[src/rtl/yuv420_alpha_overlay_assert.svh]
// ----------------------------------------------------------------------------
// yuv420 alpha overlay assertion macros
// concurrent assertion helpers, clocked on clk, empty when SYNTH is defined
// ----------------------------------------------------------------------------
`ifndef YUV420_ALPHA_OVERLAY_ASSERT_SVH
`define YUV420_ALPHA_OVERLAY_ASSERT_SVH

`ifndef SYNTH
// property checked on every clk edge, off while reset is low
`define YUVOVL_ASSERT(lbl, prop, msg) \
  lbl: assert property (@(posedge clk) disable iff (!rst_n) (prop)) else $error(msg);
// property checked on every clk edge, also during reset
`define YUVOVL_ASSERT_ALWAYS(lbl, prop, msg) \
  lbl: assert property (@(posedge clk) (prop)) else $error(msg);
`else
`define YUVOVL_ASSERT(lbl, prop, msg)
`define YUVOVL_ASSERT_ALWAYS(lbl, prop, msg)
`endif

`endif

[src/rtl/yuvovl_pkg.sv]
// ----------------------------------------------------------------------------
// yuvovl_pkg
// shared types, register indexes and sizing helpers of the yuv420 overlay
// ----------------------------------------------------------------------------
package yuvovl_pkg;

  // field and register widths
  localparam int PIX_W     = 8;
  localparam int CFG_W     = 13;
  localparam int SIZE_W    = CFG_W + 1;
  localparam int CFG_IDX_W = 2;

  // default geometry limits
  localparam int MAX_WIDTH_DEF  = 4096;
  localparam int MAX_HEIGHT_DEF = 4096;

  // register reset values
  localparam logic [CFG_W-1:0] RST_FRAME_WIDTH  = 13'd640;
  localparam logic [CFG_W-1:0] RST_FRAME_HEIGHT = 13'd480;

  // register indexes
  localparam logic [CFG_IDX_W-1:0] REG_FRAME_WIDTH    = 2'd0;
  localparam logic [CFG_IDX_W-1:0] REG_FRAME_HEIGHT   = 2'd1;
  localparam logic [CFG_IDX_W-1:0] REG_OVERLAY_ENABLE = 2'd2;

  // chroma pair, u in the low byte
  typedef struct packed {
    logic [PIX_W-1:0] v;
    logic [PIX_W-1:0] u;
  } chroma_t;

  // position flags of one request
  typedef struct packed {
    logic odd_row;
    logic odd_col;
    logic frame_done;
  } pos_t;

  // clamp a size to 2..limit and force it even
  function automatic logic [SIZE_W-1:0] fit_size(input logic [CFG_W-1:0] v,
                                                 input logic [SIZE_W-1:0] lim);
    logic [SIZE_W-1:0] m;
    logic [SIZE_W-1:0] t;
    m = lim & ~SIZE_W'(1);
    if (m < SIZE_W'(2)) m = SIZE_W'(2);
    t = {1'b0, v};
    if (t < SIZE_W'(2)) t = SIZE_W'(2);
    if (t > m) t = m;
    return t & ~SIZE_W'(1);
  endfunction

endpackage

[src/rtl/yuvovl_blend.sv]
// ----------------------------------------------------------------------------
// yuvovl_blend
// alpha blend of luma toward red and of the chroma pair toward mid gray
// ----------------------------------------------------------------------------
module yuvovl_blend import yuvovl_pkg::*; (
  input  logic [PIX_W-1:0] luma_in,
  input  logic [PIX_W-1:0] red_in,
  input  logic [PIX_W-1:0] alpha_in,
  input  chroma_t          chroma_in,
  output logic [PIX_W-1:0] luma_out,
  output chroma_t          chroma_out
);

  localparam logic [PIX_W-1:0] CHROMA_MID = 8'd128;

  // floor(((255-a)*b + a*t)/255), divide by 255 as (x + (x>>8) + 1) >> 8
  function automatic logic [PIX_W-1:0] mix(input logic [PIX_W-1:0] b,
                                           input logic [PIX_W-1:0] t,
                                           input logic [PIX_W-1:0] a);
    logic [15:0] x;
    logic [16:0] s;
    x = 16'(8'(8'hFF - a)) * 16'(b) + 16'(a) * 16'(t);
    s = 17'(x) + 17'(x[15:8]) + 17'd1;
    return s[15:8];
  endfunction

  // zero alpha returns the base value exactly
  assign luma_out     = mix(luma_in, red_in, alpha_in);
  assign chroma_out.u = mix(chroma_in.u, CHROMA_MID, alpha_in);
  assign chroma_out.v = mix(chroma_in.v, CHROMA_MID, alpha_in);

endmodule

[config.mk]
export PLATFORM = sky130hd
export DESIGN_NAME = yuvovl_blend
export DESIGN_NICKNAME = d
export VERILOG_FILES = /design/src/rtl/yuv420_alpha_overlay_assert.svh /design/src/rtl/yuvovl_pkg.sv /design/src/rtl/yuvovl_blend.sv
export SDC_FILE = /design/constraint.sdc
export NUM_CORES = 1
export LEC_CHECK = 0
export ABC_AREA = 1
export ABC_CLOCK_PERIOD_IN_PS = 11650
export BUFFER_PORTS_ARGS = -buffer_cell sky130_fd_sc_hd__buf_2
export CORE_UTILIZATION = 61
export DETAILED_ROUTE_END_ITERATION = 8
export PLACE_DENSITY = 0.91
export SYNTH_ARGS = -nofsm -noshare
export SYNTH_HDL_FRONTEND = slang
export SYNTH_SLANG_ARGS = --single-unit
[constraint.sdc]
create_clock -name vclk -period 11.65
set_clock_uncertainty 0.2 [all_clocks]
set_input_delay 1.7475 -clock vclk [all_inputs]
set_output_delay 1.7475 -clock vclk [all_outputs]
set_load 0.1 [all_outputs]
==> results of run 1 <==
area by class of cell:
| class | instances | share of cell area (%) |
|---|---|---|
| repair buffers | 72 | 3.42 |
| well taps | 220 | 2.48 |
| diodes | 2 | 0.0450 |
| inverters | 420 | 14.2 |
| multi-input cells | 1025 | 79.9 |
metrics by stage:
step	area [um2]	std cells	utilization (%)	hold WS (ns)	setup slack [ns]
global route	11100	1739	66.3	4.59	0.599
detailed placement	11100	1737	66.3	4.47	1.09
global placement	11100	1737	66.3	4.49	1.31
finish	11100	1739	66.3	4.46	0.990
floorplan	10600	1478	-	4.25	1.42
CTS	11100	1737	66.3	4.47	1.09
worst max-delay path, cell delays in order:
cell,delay [ns]
buf_2,0.10
inv_1,0.46
nand2_1,0.16
fa_1,0.54
fa_1,0.55
inv_1,0.06
fa_1,0.49
fa_1,0.46
fa_1,0.52
inv_1,0.05
fa_1,0.49
inv_1,0.05
ha_1,0.33
a21oi_1,0.26
nand2_1,0.09
nand2_1,0.13
nand3_2,0.11
nand2_2,0.10
nand2_1,0.06
a21oi_1,0.17
xor2_1,0.33
ha_1,0.34
a21oi_1,0.31
nor2_1,0.13
nand4_1,0.11
nand3_1,0.08
nand2_1,0.06
buf_2,0.41
cell usage in the layout (no fill, tap or decap), drive strengths merged:
master,n
a211oi,4
a21o,2
a21oi,38
a221oi,1
a31oi,1
and2,2
buf,72
clkinv,2
conb,1
diode,2
fa,184
ha,156
inv,418
nand2,317
nand3,58
nand3b,2
nand4,17
nor2,178
nor3,4
o2111ai,1
o211ai,2
o21a,2
o21ai,10
o21bai,4
or2,2
xnor2,16
xor2,23
cells in the mapped netlist:
| cell type | number | area [um2] |
|---|---|---|
| a211oi_1 | 4 | 30.0 |
| a21o_1 | 2 | 15.0 |
| a21oi_1 | 35 | 175 |
| a21oi_2 | 3 | 26.3 |
| a221oi_1 | 1 | 8.76 |
| a31oi_1 | 1 | 6.26 |
| and2_1 | 2 | 12.5 |
| buf_1 | 3 | 11.3 |
| buf_2 | 1 | 5.00 |
| clkbuf_1 | 28 | 105 |
| clkbuf_2 | 1 | 5.00 |
| clkinv_1 | 2 | 7.51 |
| conb_1 | 1 | 3.75 |
| fa_1 | 184 | 3680 |
| ha_1 | 156 | 1950 |
| inv_1 | 416 | 1560 |
| inv_2 | 2 | 7.51 |
| nand2_1 | 306 | 1150 |
| nand2_2 | 11 | 68.8 |
| nand3_1 | 48 | 240 |
| nand3_2 | 10 | 100 |
| nand3b_1 | 2 | 15.0 |
| nand4_1 | 16 | 100 |
| nand4_2 | 1 | 12.5 |
| nor2_1 | 173 | 649 |
| nor2_2 | 4 | 25.0 |
| nor2_4 | 1 | 11.3 |
| nor3_1 | 3 | 15.0 |
| nor3_2 | 1 | 10.0 |
| o2111ai_1 | 1 | 8.76 |
| o211ai_2 | 2 | 25.0 |
| o21a_1 | 2 | 15.0 |
| o21ai_0 | 9 | 45.0 |
| o21ai_1 | 1 | 5.00 |
| o21bai_1 | 3 | 22.5 |
| o21bai_2 | 1 | 11.3 |
| or2_1 | 2 | 12.5 |
| xnor2_1 | 16 | 140 |
| xor2_1 | 17 | 149 |
| xor2_2 | 3 | 48.8 |
| xor2_4 | 3 | 82.6 |
path summary, 6_finish.rpt:
path / from / endpoint / slack, ns / cells after the start
min: chroma_in[8] / chroma_out[8] / 4.46 / 8
max: alpha_in[6] / luma_out[6] / 0.99 / 28
layer usage:
metal	share of wire [%]	track usage [%]
met2	49	53.0
met4	4.8	13.3
met1	38	37.1
met3	8.3	3.23
met5	0.039	0
kinds of logic (layout without fill, tap and decap cells):
family / Yosys count / count (layout) / share of synthesized area, %
and+or+nand+nor: 580 / 580 / 22.9
buffers and inverters: 453 / 492 / 16.1
adders and majority gates: 340 / 340 / 53.3
AOI/OAI and AO/OA: 65 / 65 / 3.73
xor gates and xnor gates: 39 / 39 / 3.97
other: 1 / 3 / 0.0355
==> summary.txt, run 1 <==
Die area = 17900 um2
Top Ports = 64
Chip Height = 134 um
CP max FO = 13
Area growth from synthesis to layout = 5.05%
Worst slew pin tran = 0.630 ns
Largest net degree at the start of global routing = 27
Mapped Cells = 1478
Syn_nets = 1858
Total grt overflow = 0
Slew margin rel. = 57.9%
Fin crit period = 10.66 ns
Initial DRT Pass Iterations = 7
Starting Density = 63.1%
Ys Warns = 0
WP data arrival = 8.71 ns
CTS resizes = 0
Sequential cell count = 0
Antenna Violating Nets Remaining = 0
Syn Std Cell Area = 10600 um2
Final setup vio count = 0
Fill cells = 1296
DRC = 0
Hold Buf Count CTS = 0
Synth unique cells = 41
Initial DRC count = 751
CP Data Required Time = 9.70 ns
Final hold violations = 0
Element type at the critical path end = output pin
RD Place Congestion = 0.954
CP startpoint kind = input pin
Hold Crit Class = in2out
Via density = 5.44
Die Wd = 134 um
Fmax = 0.0938 GHz
TNS Setup = 0 ns
Detailed placement HPWL = 21700 um
Routed WL = 25500 um
Vias in the first global route = 9902
DR WL/cell = 14.7 um
Multi-input gate area = 8870 um2
Proportion of layout cells with a drive suffix above 1 = 7.51%
Floorplan row count = 47
Post-CTS Setup Bufs = 0
Status = complete, no violations
Seq. cell area = 0 um2
MaxCap Viol Count = 0
Tot GR Track Use = 30.0%
Syn Area/Cell = 7.16 um2
RSZ-0062 raised after global routing = false
Layout Nets = 1899
Initial antenna violation count = 3
Clock buffer count = 0
Slew Limit Fails = 0
Port-buffer cells = 64
Final worst path period share = 91.5%
Core Box Area = 16800 um2
Worst Path Class, Setup = in2out
First-pass GRT wire length = 43700 um
Vias = 9460
Sequential share of the synthesized area = 0%
Power of run 1 is left out: the tool's default activity adds up to more than one toggle a clock period on the data nets, which glitch-free logic cannot reach.
==> inputs of run 2 (changes only) <==
--- a/config.mk
+++ b/config.mk
@@ -10,7 +10,7 @@
 export BUFFER_PORTS_ARGS = -buffer_cell sky130_fd_sc_hd__buf_2
 export CORE_UTILIZATION = 61
 export DETAILED_ROUTE_END_ITERATION = 8
-export PLACE_DENSITY = 0.91
+export PLACE_DENSITY = 0.78
 export SYNTH_ARGS = -nofsm -noshare
 export SYNTH_HDL_FRONTEND = slang
 export SYNTH_SLANG_ARGS = --single-unit
==> summary.txt, run 2 (synthesis results as in run 1) <==
Status = complete, no violations
Tot GR Track Use = 28.7% (-1.4 points)
Floorplan row count = 47 (unchanged)
Most frequent cells in the layout = inv_1, nand2_1, fa_1
Slew Limit Fails = 0 (unchanged)
Hold Startpoint = red_in[0]
Final hold violations = 0 (unchanged)
DRC = 0 (unchanged)
Antenna Violating Nets Remaining = 0 (unchanged)
TNS Setup = 0 ns (unchanged)
DR WL/cell = 13.8 um (-5.8%)
Seq. cell area = 0 um2 (unchanged)
CP max FO = 20 (+7)
Clock buffer count = 0 (unchanged)
Fin crit period = 10.79 ns (+0.132 ns)
Element type at the critical path end = output pin
Hold Crit Class = in2out
Slew margin rel. = 56.2% (-1.7 points)
Most common cell after layout, fill and taps aside = inv_1
Layout Nets = 1899 (unchanged)
Final setup vio count = 0 (unchanged)
CP Data Required Time = 9.70 ns (about the same)
CP bufs+invs = 7 (+1)
Total grt overflow = 0 (unchanged)
Top Ports = 64 (unchanged)
WP data arrival = 8.84 ns (+0.13 ns)
CTS resizes = 0 (unchanged)
Detailed placement HPWL = 20700 um (-4.8%)
Top delay family on crit path = adder cells
Vias = 9099 (-3.8%)
Vias in the first global route = 9125 (-7.8%)
MaxCap Viol Count = 0 (unchanged)
CP startpoint kind = input pin
Largest net degree at the start of global routing = 27 (unchanged)
RD Place Congestion = 0.902 (-5.5%)
Hold slack final = 4.47 ns (+0.00186 ns)
Worst hold stages = 9 (+1)
CP most frequent cell = nand2_1
Final cell utilization of the core = 66.3% (about the same)
Die Wd = 134 um (unchanged)
Chip Height = 134 um (unchanged)
CP peak stage delay = 0.54 ns (about the same)
CP max stage cell = fa_1
Starting Density = 63.1% (unchanged)
First-pass GRT wire length = 41400 um (-5.3%)
Routed WL = 24000 um (-5.7%)
Die area = 17900 um2 (unchanged)
Post-CTS Setup Bufs = 0 (unchanged)
Final worst path period share = 92.6% (+1.1 points)
Sequential cell count = 0 (unchanged)
Hold Buf Count CTS = 0 (unchanged)
Port-buffer cells = 64 (unchanged)
Initial antenna violation count = 3 (unchanged)
Fmax = 0.0927 GHz (-1.2%)
Area growth from synthesis to layout = 5.07% (about the same)
Hold worst-path end = luma_out[5]
RSZ-0062 raised after global routing = false
Fill cells = 1484 (+15%)
Worst Path Class, Setup = in2out
Initial DRC count = 605 (-19%)
Core Box Area = 16800 um2 (unchanged)
Initial DRT Pass Iterations = 5 (-2)
Worst slew pin tran = 0.656 ns (+0.0254 ns)
Via density = 5.23 (-3.9%)
Proportion of layout cells with a drive suffix above 1 = 7.51% (unchanged)
run 2: stage by stage:
step / setup WS, ns / cell area, um2 / instances
finish: 0.859 / 11100 / 1740
global route: 0.450 / 11100 / 1739
CTS: 0.945 / 11100 / 1737
detailed placement: 0.955 / 11100 / 1737
global placement: 1.13 / 11100 / 1737
floorplan: 1.42 / 10600 / 1478
run 2: layer usage:
layer | vias to the layer above | share of wire (%) | global-route usage, %
met5 | - | 0 | 0
li1 | 4414 | - | -
met2 | 310 | 48 | 50.0
met3 | 46 | 6.5 | 2.28
met4 | 0 | 2.5 | 8.52
met1 | 4329 | 43 | 38.0
run 2: layout make-up:
type	instances	area (um2)	area share, %
repair buffers	72	380	3.42
inverters	420	1580	14.2
well taps	220	275	2.48
diodes	3	7.51	0.0675
multi-input cells	1025	8870	79.8
run 2: worst min-delay path, delay by kind of cell:
| family | cells | cell delay (ns) |
|---|---|---|
| buffers and inverters | 2 | 0.48 |
| AND/OR/NAND/NOR | 6 | 0.57 |
| AO/OA/AOI/OAI | 1 | 0.12 |
run 2: how the worst max path moves through the flow:
| stage | startpoint | to | slack (ns) | cells past startpoint |
|---|---|---|---|---|
| final | alpha_in[5] | luma_out[7] | 0.86 | 31 |
| after global routing | alpha_in[5] | luma_out[7] | 0.45 | 33 |
| after CTS | alpha_in[5] | luma_out[7] | 0.95 | 31 |
| after detailed placement | alpha_in[5] | luma_out[7] | 0.95 | 31 |
| after global placement | alpha_in[5] | luma_out[6] | 1.13 | 28 |
| after floorplan | alpha_in[5] | luma_out[7] | 1.42 | 31 |
Power of run 2 is left out for the same reason.
