### src/rtl/yuv420_alpha_overlay_assert.svh
// ----------------------------------------------------------------------------
// yuv420 alpha overlay assertion macros
// concurrent assertion helpers, clocked on clk, empty when SYNTH is defined
// ----------------------------------------------------------------------------
`ifndef YUV420_ALPHA_OVERLAY_ASSERT_SVH
`define YUV420_ALPHA_OVERLAY_ASSERT_SVH

`ifndef SYNTH
// property checked on every clk edge, off while reset is low
`define YUVOVL_ASSERT(lbl, prop, msg) \
  lbl: assert property (@(posedge clk) disable iff (!rst_n) (prop)) else $error(msg);
// property checked on every clk edge, also during reset
`define YUVOVL_ASSERT_ALWAYS(lbl, prop, msg) \
  lbl: assert property (@(posedge clk) (prop)) else $error(msg);
`else
`define YUVOVL_ASSERT(lbl, prop, msg)
`define YUVOVL_ASSERT_ALWAYS(lbl, prop, msg)
`endif

`endif

### src/rtl/yuvovl_pkg.sv
// ----------------------------------------------------------------------------
// yuvovl_pkg
// shared types, register indexes and sizing helpers of the yuv420 overlay
// ----------------------------------------------------------------------------
package yuvovl_pkg;

  // field and register widths
  localparam int PIX_W     = 8;
  localparam int CFG_W     = 13;
  localparam int SIZE_W    = CFG_W + 1;
  localparam int CFG_IDX_W = 2;

  // default geometry limits
  localparam int MAX_WIDTH_DEF  = 4096;
  localparam int MAX_HEIGHT_DEF = 4096;

  // register reset values
  localparam logic [CFG_W-1:0] RST_FRAME_WIDTH  = 13'd640;
  localparam logic [CFG_W-1:0] RST_FRAME_HEIGHT = 13'd480;

  // register indexes
  localparam logic [CFG_IDX_W-1:0] REG_FRAME_WIDTH    = 2'd0;
  localparam logic [CFG_IDX_W-1:0] REG_FRAME_HEIGHT   = 2'd1;
  localparam logic [CFG_IDX_W-1:0] REG_OVERLAY_ENABLE = 2'd2;

  // chroma pair, u in the low byte
  typedef struct packed {
    logic [PIX_W-1:0] v;
    logic [PIX_W-1:0] u;
  } chroma_t;

  // position flags of one request
  typedef struct packed {
    logic odd_row;
    logic odd_col;
    logic frame_done;
  } pos_t;

  // clamp a size to 2..limit and force it even
  function automatic logic [SIZE_W-1:0] fit_size(input logic [CFG_W-1:0] v,
                                                 input logic [SIZE_W-1:0] lim);
    logic [SIZE_W-1:0] m;
    logic [SIZE_W-1:0] t;
    m = lim & ~SIZE_W'(1);
    if (m < SIZE_W'(2)) m = SIZE_W'(2);
    t = {1'b0, v};
    if (t < SIZE_W'(2)) t = SIZE_W'(2);
    if (t > m) t = m;
    return t & ~SIZE_W'(1);
  endfunction

endpackage

### src/rtl/yuvovl_ctrl.sv
// ----------------------------------------------------------------------------
// yuvovl_ctrl
// configuration registers, fitted geometry and raster position counters
// ----------------------------------------------------------------------------
module yuvovl_ctrl import yuvovl_pkg::*; #(
  parameter int MAX_WIDTH  = MAX_WIDTH_DEF,
  parameter int MAX_HEIGHT = MAX_HEIGHT_DEF,
  parameter int COL_W      = $clog2(MAX_WIDTH),
  parameter int ROW_W      = $clog2(MAX_HEIGHT)
) (
  input  logic                 clk,
  input  logic                 rst_n,
  input  logic                 cfg_we,
  input  logic [CFG_IDX_W-1:0] cfg_index,
  input  logic [CFG_W-1:0]     cfg_wdata,
  input  logic                 in_fire,
  output pos_t                 pos,
  output logic [COL_W-2:0]     slot,
  output logic                 overlay_en
);

  localparam logic [SIZE_W-1:0] W_LIM = SIZE_W'(MAX_WIDTH);
  localparam logic [SIZE_W-1:0] H_LIM = SIZE_W'(MAX_HEIGHT);

  logic [SIZE_W-1:0] w_fit_r;
  logic [SIZE_W-1:0] h_fit_r;
  logic              enable_r;
  logic [COL_W-1:0]  col_r, col_nxt;
  logic [ROW_W-1:0]  row_r, row_nxt;
  logic              last_col;
  logic              last_row;

  // configuration writes, sizes kept already fitted
  always_ff @(posedge clk) begin
    if (!rst_n) begin
      w_fit_r  <= fit_size(RST_FRAME_WIDTH, W_LIM);
      h_fit_r  <= fit_size(RST_FRAME_HEIGHT, H_LIM);
      enable_r <= 1'b0;
    end else if (cfg_we) begin
      unique case (cfg_index)
        REG_FRAME_WIDTH:    w_fit_r  <= fit_size(cfg_wdata, W_LIM);
        REG_FRAME_HEIGHT:   h_fit_r  <= fit_size(cfg_wdata, H_LIM);
        REG_OVERLAY_ENABLE: enable_r <= cfg_wdata[0];
        default: ;
      endcase
    end
  end

  // end of line and end of frame, counters past the end wrap too
  assign last_col = (SIZE_W'(col_r) + SIZE_W'(1)) >= w_fit_r;
  assign last_row = (SIZE_W'(row_r) + SIZE_W'(1)) >= h_fit_r;

  // next raster position
  always_comb begin
    col_nxt = col_r + COL_W'(1);
    row_nxt = row_r;
    if (last_col) begin
      col_nxt = '0;
      row_nxt = last_row ? '0 : row_r + ROW_W'(1);
    end
  end

  // position of the request being accepted
  always_ff @(posedge clk) begin
    if (!rst_n) begin
      col_r <= '0;
      row_r <= '0;
    end else if (in_fire) begin
      col_r <= col_nxt;
      row_r <= row_nxt;
    end
  end

  assign pos.odd_row    = row_r[0];
  assign pos.odd_col    = col_r[0];
  assign pos.frame_done = last_col && last_row;
  assign slot           = col_r[COL_W-1:1];
  assign overlay_en     = enable_r;

endmodule

### config.mk
export PLATFORM = sky130hd
export DESIGN_NAME = yuvovl_ctrl
export DESIGN_NICKNAME = d
export VERILOG_FILES = /design/src/rtl/yuv420_alpha_overlay_assert.svh /design/src/rtl/yuvovl_pkg.sv /design/src/rtl/yuvovl_ctrl.sv
export SDC_FILE = /design/constraint.sdc
export NUM_CORES = 1
export LEC_CHECK = 0
export BUFFER_PORTS_ARGS = -buffer_cell sky130_fd_sc_hd__buf_2
export CELL_PAD_IN_SITES_DETAIL_PLACEMENT = 1
export CELL_PAD_IN_SITES_GLOBAL_PLACEMENT = 1
export CORE_MARGIN = 1.5
export CORE_UTILIZATION = 47
export DETAILED_ROUTE_END_ITERATION = 12
export MAX_ROUTING_LAYER = met4
export PLACE_DENSITY = 0.9
export SETUP_SLACK_MARGIN = 0.1
export SLEW_MARGIN = 20
export SYNTH_ARGS = -nofsm -noshare
export SYNTH_HDL_FRONTEND = slang
export SYNTH_SLANG_ARGS = --single-unit
### constraint.sdc
create_clock -name clk -period 7.3 [get_ports clk]
set_input_delay 1.46 -clock clk [delete_from_list [all_inputs] [get_ports clk]]
set_output_delay 1.46 -clock clk [all_outputs]
set_load 0.05 [all_outputs]
==> results of run 1 <==
where the power goes:
group | total [mW] | switching (mW) | leakage (nW) | internal [mW]
clock network | 0.165 | 0.0968 | 0.0385 | 0.0682
logic | 0.0525 | 0.0341 | 1.03 | 0.0183
registers | 0.277 | 0.00430 | 0.397 | 0.272
metrics by stage:
stage	utilization, %	cell area, sq um
after global routing	53.7	3220
after detailed placement	52.3	3130
after CTS	53.7	3220
after floorplan	-	2950
final	53.7	3220
after global placement	52.3	3130
cell families after synthesis:
kind of cell | Yosys count | synth area share, %
compound gates | 70 | 15.9
xor+xnor | 19 | 5.64
fa+ha+maj | 28 | 11.9
buf+inv | 50 | 7.00
flops | 49 | 33.2
mux | 6 | 2.04
simple gates | 137 | 24.3
cell usage in the layout, fill, tap and decap left out, drive strengths merged, types with 6 or more instances in the layout:
cell type	instances
nor2b	6
clkbuf	7
xnor2	15
a21oi	28
o21ai	6
dfxtp	49
nor3	7
inv	35
a22oi	6
and4	6
ha	28
mux2i	6
nand3	12
nor2	28
nand4	8
nand2	40
a22o	9
buf	33
routing by layer:
layer  track usage [%]  vias up
li1                  -     1299
met1              31.3     1252
met2              42.8       56
met3              4.40       12
met4              5.76        0
met5                 -        -
worst paths after layout:
kind / from / to / slack (ns) / cells past startpoint
worst min-delay path: w_fit_r[10] / w_fit_r[10] / 0.47 / 2
worst min register to register: w_fit_r[10] / w_fit_r[10] / 0.47 / 2
worst max register to register: col_r[4] / row_r[4] / 3.82 / 12
worst max-delay path: col_r[4] / pos[0] / 2.46 / 13
registers in the layout, summed over array words and instances, names as in the netlist:
register,flops
row_r,12
col_r,12
overlay_en,1
w_fit_r,12
h_fit_r,12
worst max-delay path: stages (launching register included):
cell and delay, ns:
sky130_fd_sc_hd__dfxtp_1 0.50, sky130_fd_sc_hd__and4_1 0.26, sky130_fd_sc_hd__and2_1 0.26, sky130_fd_sc_hd__and4_1 0.24, sky130_fd_sc_hd__nor2_1 0.06, sky130_fd_sc_hd__or2_1 0.23, sky130_fd_sc_hd__ha_1 0.33, sky130_fd_sc_hd__and3_1 0.19
sky130_fd_sc_hd__nand4_1 0.14, sky130_fd_sc_hd__a21oi_1 0.22, sky130_fd_sc_hd__or2_1 0.19, sky130_fd_sc_hd__inv_1 0.06, sky130_fd_sc_hd__nor2_1 0.13, sky130_fd_sc_hd__buf_2 0.28
cell type report:
class | instances | area share [%]
clock buffer | 7 | 2.37
clock inverter | 1 | 0.233
inverter | 35 | 4.08
multi-input combinational | 260 | 54.8
sequential | 49 | 30.5
tap | 75 | 2.92
timing repair buffer | 33 | 5.13
==> results.json, run 1 <==
{
  "power_per_cell_area_mw_per_mm2": 154,
  "synthesis.area_per_instance_sq_um": 8.22,
  "worst_clock_skew_ns": 0.00414,
  "dr.first_iter.drc_count": 88,
  "antenna_found_initial": 0,
  "drt_wl_cell_um": 16.8,
  "synth_seq_cells": 49,
  "syn_nets": 406,
  "critPathMaxFanout": 9,
  "pre_cts_slack_ns": 2.90,
  "timing.critical_path.arrival_ns": 3.38,
  "area_growth_pct": 9.08,
  "netlist-cell-type-count": 46,
  "post-cts-setup-buffers": 0,
  "postCtsResizedCells": 0,
  "synth_cells": 359,
  "grt_start_max_net_pins": 30,
  "static_leakage_nw": 1.46,
  "synth_top_cell_by_area": "sky130_fd_sc_hd__dfxtp_1",
  "whs_ns": 0.466,
  "clock_transition_at_the_registers_of_the_reported_paths_ns": 0.09,
  "tritoncts_num_sinks": 49,
  "final.period_utilization_pct": 66.4,
  "post-place-cells": 452,
  "met2WireLength_um": 3810,
  "routed_length_on_met1_um": 3580,
  "tritoncts": "yes",
  "finalMaxSlewViolations": 0,
  "groute.usage.overall_pct": 25.3,
  "post-synth-top-count-cell": "sky130_fd_sc_hd__dfxtp_1",
  "min_path_type": "reg -> reg",
  "cts_max_path_buffers": 2,
  "grt_first_pass_wirelength_um": 12700,
  "die_w_um": 82.2,
  "final_tns_setup_ns": 0,
  "fin_ws_ns": 2.46,
  "vias": 2619,
  "synth.top_cells.by_area": "sky130_fd_sc_hd__dfxtp_1 (33%), sky130_fd_sc_hd__ha_1 (12%), sky130_fd_sc_hd__nand2_1 (5.1%)",
  "cts_made_buffers": 5,
  "core_sq_mm": 0.00599,
  "post_layout_total_power_uw": 494,
  "cp-start-kind": "flip-flop",
  "nFillCells": 753,
  "dp_hpwl_um": 5800,
  "synth.yosys.warnings": 0,
  "std_cell_rows": 28,
  "detailedRoute.firstPassIterationCount": 4,
  "syn_area_sq_mm": 0.00295,
  "proportion_of_synthesized_chip_area_in_sequential_cells_pct": 33.2,
  "num_io_pins": 34,
  "worstPathRequired_ns": 5.84,
  "final-instance-count-excl-fill": 460,
  "setup_viol_count_final": 0,
  "timing.final.crit_period_ns": 4.84,
  "gpl.final_weighted_congestion": 0.881,
  "antenna_left": 0,
  "synth_edf_count": 0,
  "hold_viol": 0,
  "multi_input_area_sq_mm": 0.00176,
  "worstSkewPairLatency_ns": 0.31,
  "cts_max_level": 2,
  "crit_type": "reg -> out",
  "relSlewSlack_pct": 33.4,
  "number_of_global_route_vias_before_repair": 2697,
  "drt_wirelength_um": 7730,
  "register_area_sq_um": 981,
  "clock-root-buffer": "sky130_fd_sc_hd__clkbuf_8",
  "post_cts_hold_buffer_count": 0,
  "routed_via_density": 5.69,
  "floorplan.initialDensity_pct": 49.2,
  "worst_ir_drop_vdd_mv": 0.119,
  "achievable-frequency_mhz": 206,
  "layout.nets": 431,
  "drive_gt1_share_pct": 12.2,
  "remaining_drc_errors": 0,
  "antenna_cells": 0,
  "met3RoutedLength_um": 246,
  "floorplan.die_area_sq_mm": 0.00676,
  "uppermost_routed_layer": "met4",
  "worstSetupEndpointType": "output pin",
  "rsz0062_at_grt": "no",
  "synth_ff_type": "sky130_fd_sc_hd__dfxtp_1",
  "ys_top_cells_by_count": "sky130_fd_sc_hd__dfxtp_1 (49), sky130_fd_sc_hd__nand2_1 (40), sky130_fd_sc_hd__inv_1 (35)",
  "synth_top_cell_area_share_pct": 33.2,
  "worst_pin_slew_ns": 0.997,
  "gr-total-overflow": 0,
  "outcome": "finished, final reports clean",
  "drv_cap": 0,
  "die_height_um": 82.2,
  "ys_async_sr_fraction_pct": 0,
  "port_buffers": 33
}
(Power assumes the default switching activity.)
==> inputs of run 2 (changes only) <==
Settings changed: CORE_UTILIZATION 47 to 39, PLACE_DENSITY 0.9 to 0.8.
Clock period 7.3 ns to 4.3 ns, I/O delays scaled along.
==> run 2 against run 1 <==
Effect of this change:
- via count is 2.4% lower
- sequential share of layout area is 0.60 points lower
- wire length is 5.1% lower
==> results.json, run 2 (synthesized netlist as in run 1, its figures left out) <==
{
  "cts_max_path_buffers": 2,
  "timing.rr.end": "row_r[1]",
  "rr_startpoint": "col_r[0]",
  "whs_ns": 0.464,
  "core_sq_mm": 0.00729,
  "worst_ir_drop_vdd_mv": 0.147,
  "timing.final.crit_period_ns": 3.95,
  "outcome": "finished, final reports clean",
  "achievable-frequency_mhz": 253,
  "floorplan.initialDensity_pct": 40.5,
  "drive_gt1_share_pct": 13.8,
  "antenna_cells": 0,
  "clock-root-buffer": "sky130_fd_sc_hd__clkbuf_8",
  "grt_start_max_net_pins": 30,
  "final-instance-count-excl-fill": 484,
  "post-place-cells": 476,
  "clock_transition_at_the_registers_of_the_reported_paths_ns": 0.09,
  "relSlewSlack_pct": 34.9,
  "area_growth_pct": 11.7,
  "critPathCapture": "pos[0]",
  "final_tns_setup_ns": 0,
  "power_per_cell_area_mw_per_mm2": 275,
  "drt_wl_cell_um": 15.1,
  "nFillCells": 939,
  "post_cts_hold_buffer_count": 0,
  "number_of_global_route_vias_before_repair": 2782,
  "worst_clock_skew_ns": 0.00946,
  "remaining_drc_errors": 0,
  "worstSetupEndpointType": "output pin",
  "num_io_pins": 34,
  "grt_first_pass_wirelength_um": 13000,
  "multi_input_area_sq_mm": 0.00177,
  "dr.first_iter.drc_count": 60,
  "drt_wirelength_um": 7330,
  "routed_via_density": 5.28,
  "antenna_left": 0,
  "regToRegSetupSlack_ns": 1.01,
  "layout_commonest_cell": "sky130_fd_sc_hd__dfxtp_1",
  "groute.usage.overall_pct": 20.2,
  "reg2regPathDepth": 10,
  "die_w_um": 90.0,
  "die_height_um": 90.0,
  "rsz0062_at_grt": "no",
  "detailedRoute.firstPassIterationCount": 4,
  "vias": 2556,
  "crit_start": "col_r[6]",
  "gpl.final_weighted_congestion": 0.876,
  "setup_viol_count_final": 0,
  "port_buffers": 33,
  "timing.critical_path.arrival_ns": 3.09,
  "static_leakage_nw": 1.48,
  "dp_hpwl_um": 5630,
  "drv_cap": 0,
  "finalMaxSlewViolations": 0,
  "std_cell_rows": 31,
  "final.period_utilization_pct": 91.9,
  "hold_viol": 0,
  "layout_common_cells": "sky130_fd_sc_hd__dfxtp_1 (46), sky130_fd_sc_hd__nand2_1 (40), sky130_fd_sc_hd__inv_1 (35)",
  "layout.nets": 431,
  "worstSkewPairLatency_ns": 0.30,
  "crit_type": "reg -> out",
  "worst_pin_slew_ns": 0.975,
  "critPathMaxFanout": 6,
  "floorplan.die_area_sq_mm": 0.00810,
  "cts_made_buffers": 5,
  "worstPathRequired_ns": 3.44,
  "tritoncts": "yes",
  "antenna_found_initial": 0,
  "tritoncts_num_sinks": 49,
  "gr-total-overflow": 0,
  "register_area_sq_um": 985,
  "cts_max_level": 2,
  "min_path_type": "reg -> reg",
  "cp-start-kind": "flip-flop"
}
==> run 2: report_power, final <==
part / internal [mW] / total [mW] / switching, mW
logic: 0.0311 / 0.0876 / 0.0566
registers: 0.462 / 0.470 / 0.00748
clock network: 0.190 / 0.348 / 0.158
total: 0.683 / 0.906 / 0.222
==> run 2: how the worst min path moves through the flow <==
stage,start,endpoint,slack [ns],cells past startpoint
final,w_fit_r[12],w_fit_r[12],0.46,2
after global routing,w_fit_r[4],w_fit_r[4],0.49,2
after CTS,w_fit_r[4],w_fit_r[4],0.47,2
after detailed placement,w_fit_r[4],w_fit_r[4],0.46,2
after global placement,w_fit_r[12],w_fit_r[12],0.45,2
after floorplan,w_fit_r[10],w_fit_r[10],0.44,2
==> run 2: critical path: stages, from the launching register on <==
cell	delay, ns
sky130_fd_sc_hd__dfxtp_1	0.41
sky130_fd_sc_hd__and4_1	0.23
sky130_fd_sc_hd__and2_1	0.22
sky130_fd_sc_hd__and4_1	0.24
sky130_fd_sc_hd__nor2_1	0.05
sky130_fd_sc_hd__or2_1	0.22
sky130_fd_sc_hd__ha_1	0.30
sky130_fd_sc_hd__a21o_1	0.19
sky130_fd_sc_hd__a21oi_1	0.20
sky130_fd_sc_hd__o21ai_1	0.14
sky130_fd_sc_hd__or2_1	0.26
sky130_fd_sc_hd__inv_1	0.06
sky130_fd_sc_hd__nor2_1	0.05
sky130_fd_sc_hd__buf_4	0.20
==> run 2: stage by stage <==
stage                     setup slack [ns]  utilization, %  power, mW  instance area (sq um)
final                                0.350            45.2      0.906                   3300
after global routing                 0.134            45.2      0.949                   3300
after CTS                            0.178            45.0      0.915                   3280
after detailed placement             0.540            43.4      0.568                   3160
after global placement               0.618            43.4      0.566                   3160
after floorplan                      0.102               -      0.540                   2950
==> run 2: timing repair <==
action | CTS | global route
buffers inserted | 0 | 0
endpoints found under the setup margin | 0 | 1
hold endpoints to repair | 0 | 0
gates resized for setup | 0 | 7
==> run 2: layer usage <==
layer / GRT usage (%) / part of all wire [%]
met1: 24.7 / 48
met2: 35.3 / 49
met5: - / 0
met3: 2.71 / 1.8
met4: 5.16 / 1.2
==> run 2: final cells by class <==
cell class              count  share of cell area [%]
clock buffers               7                    2.62
clock inverters             1                   0.911
inverters                  35                    3.99
multi-input cells         260                    53.8
flip-flops and latches     49                    29.9
well taps                  99                    3.76
repair buffers             33                    5.09
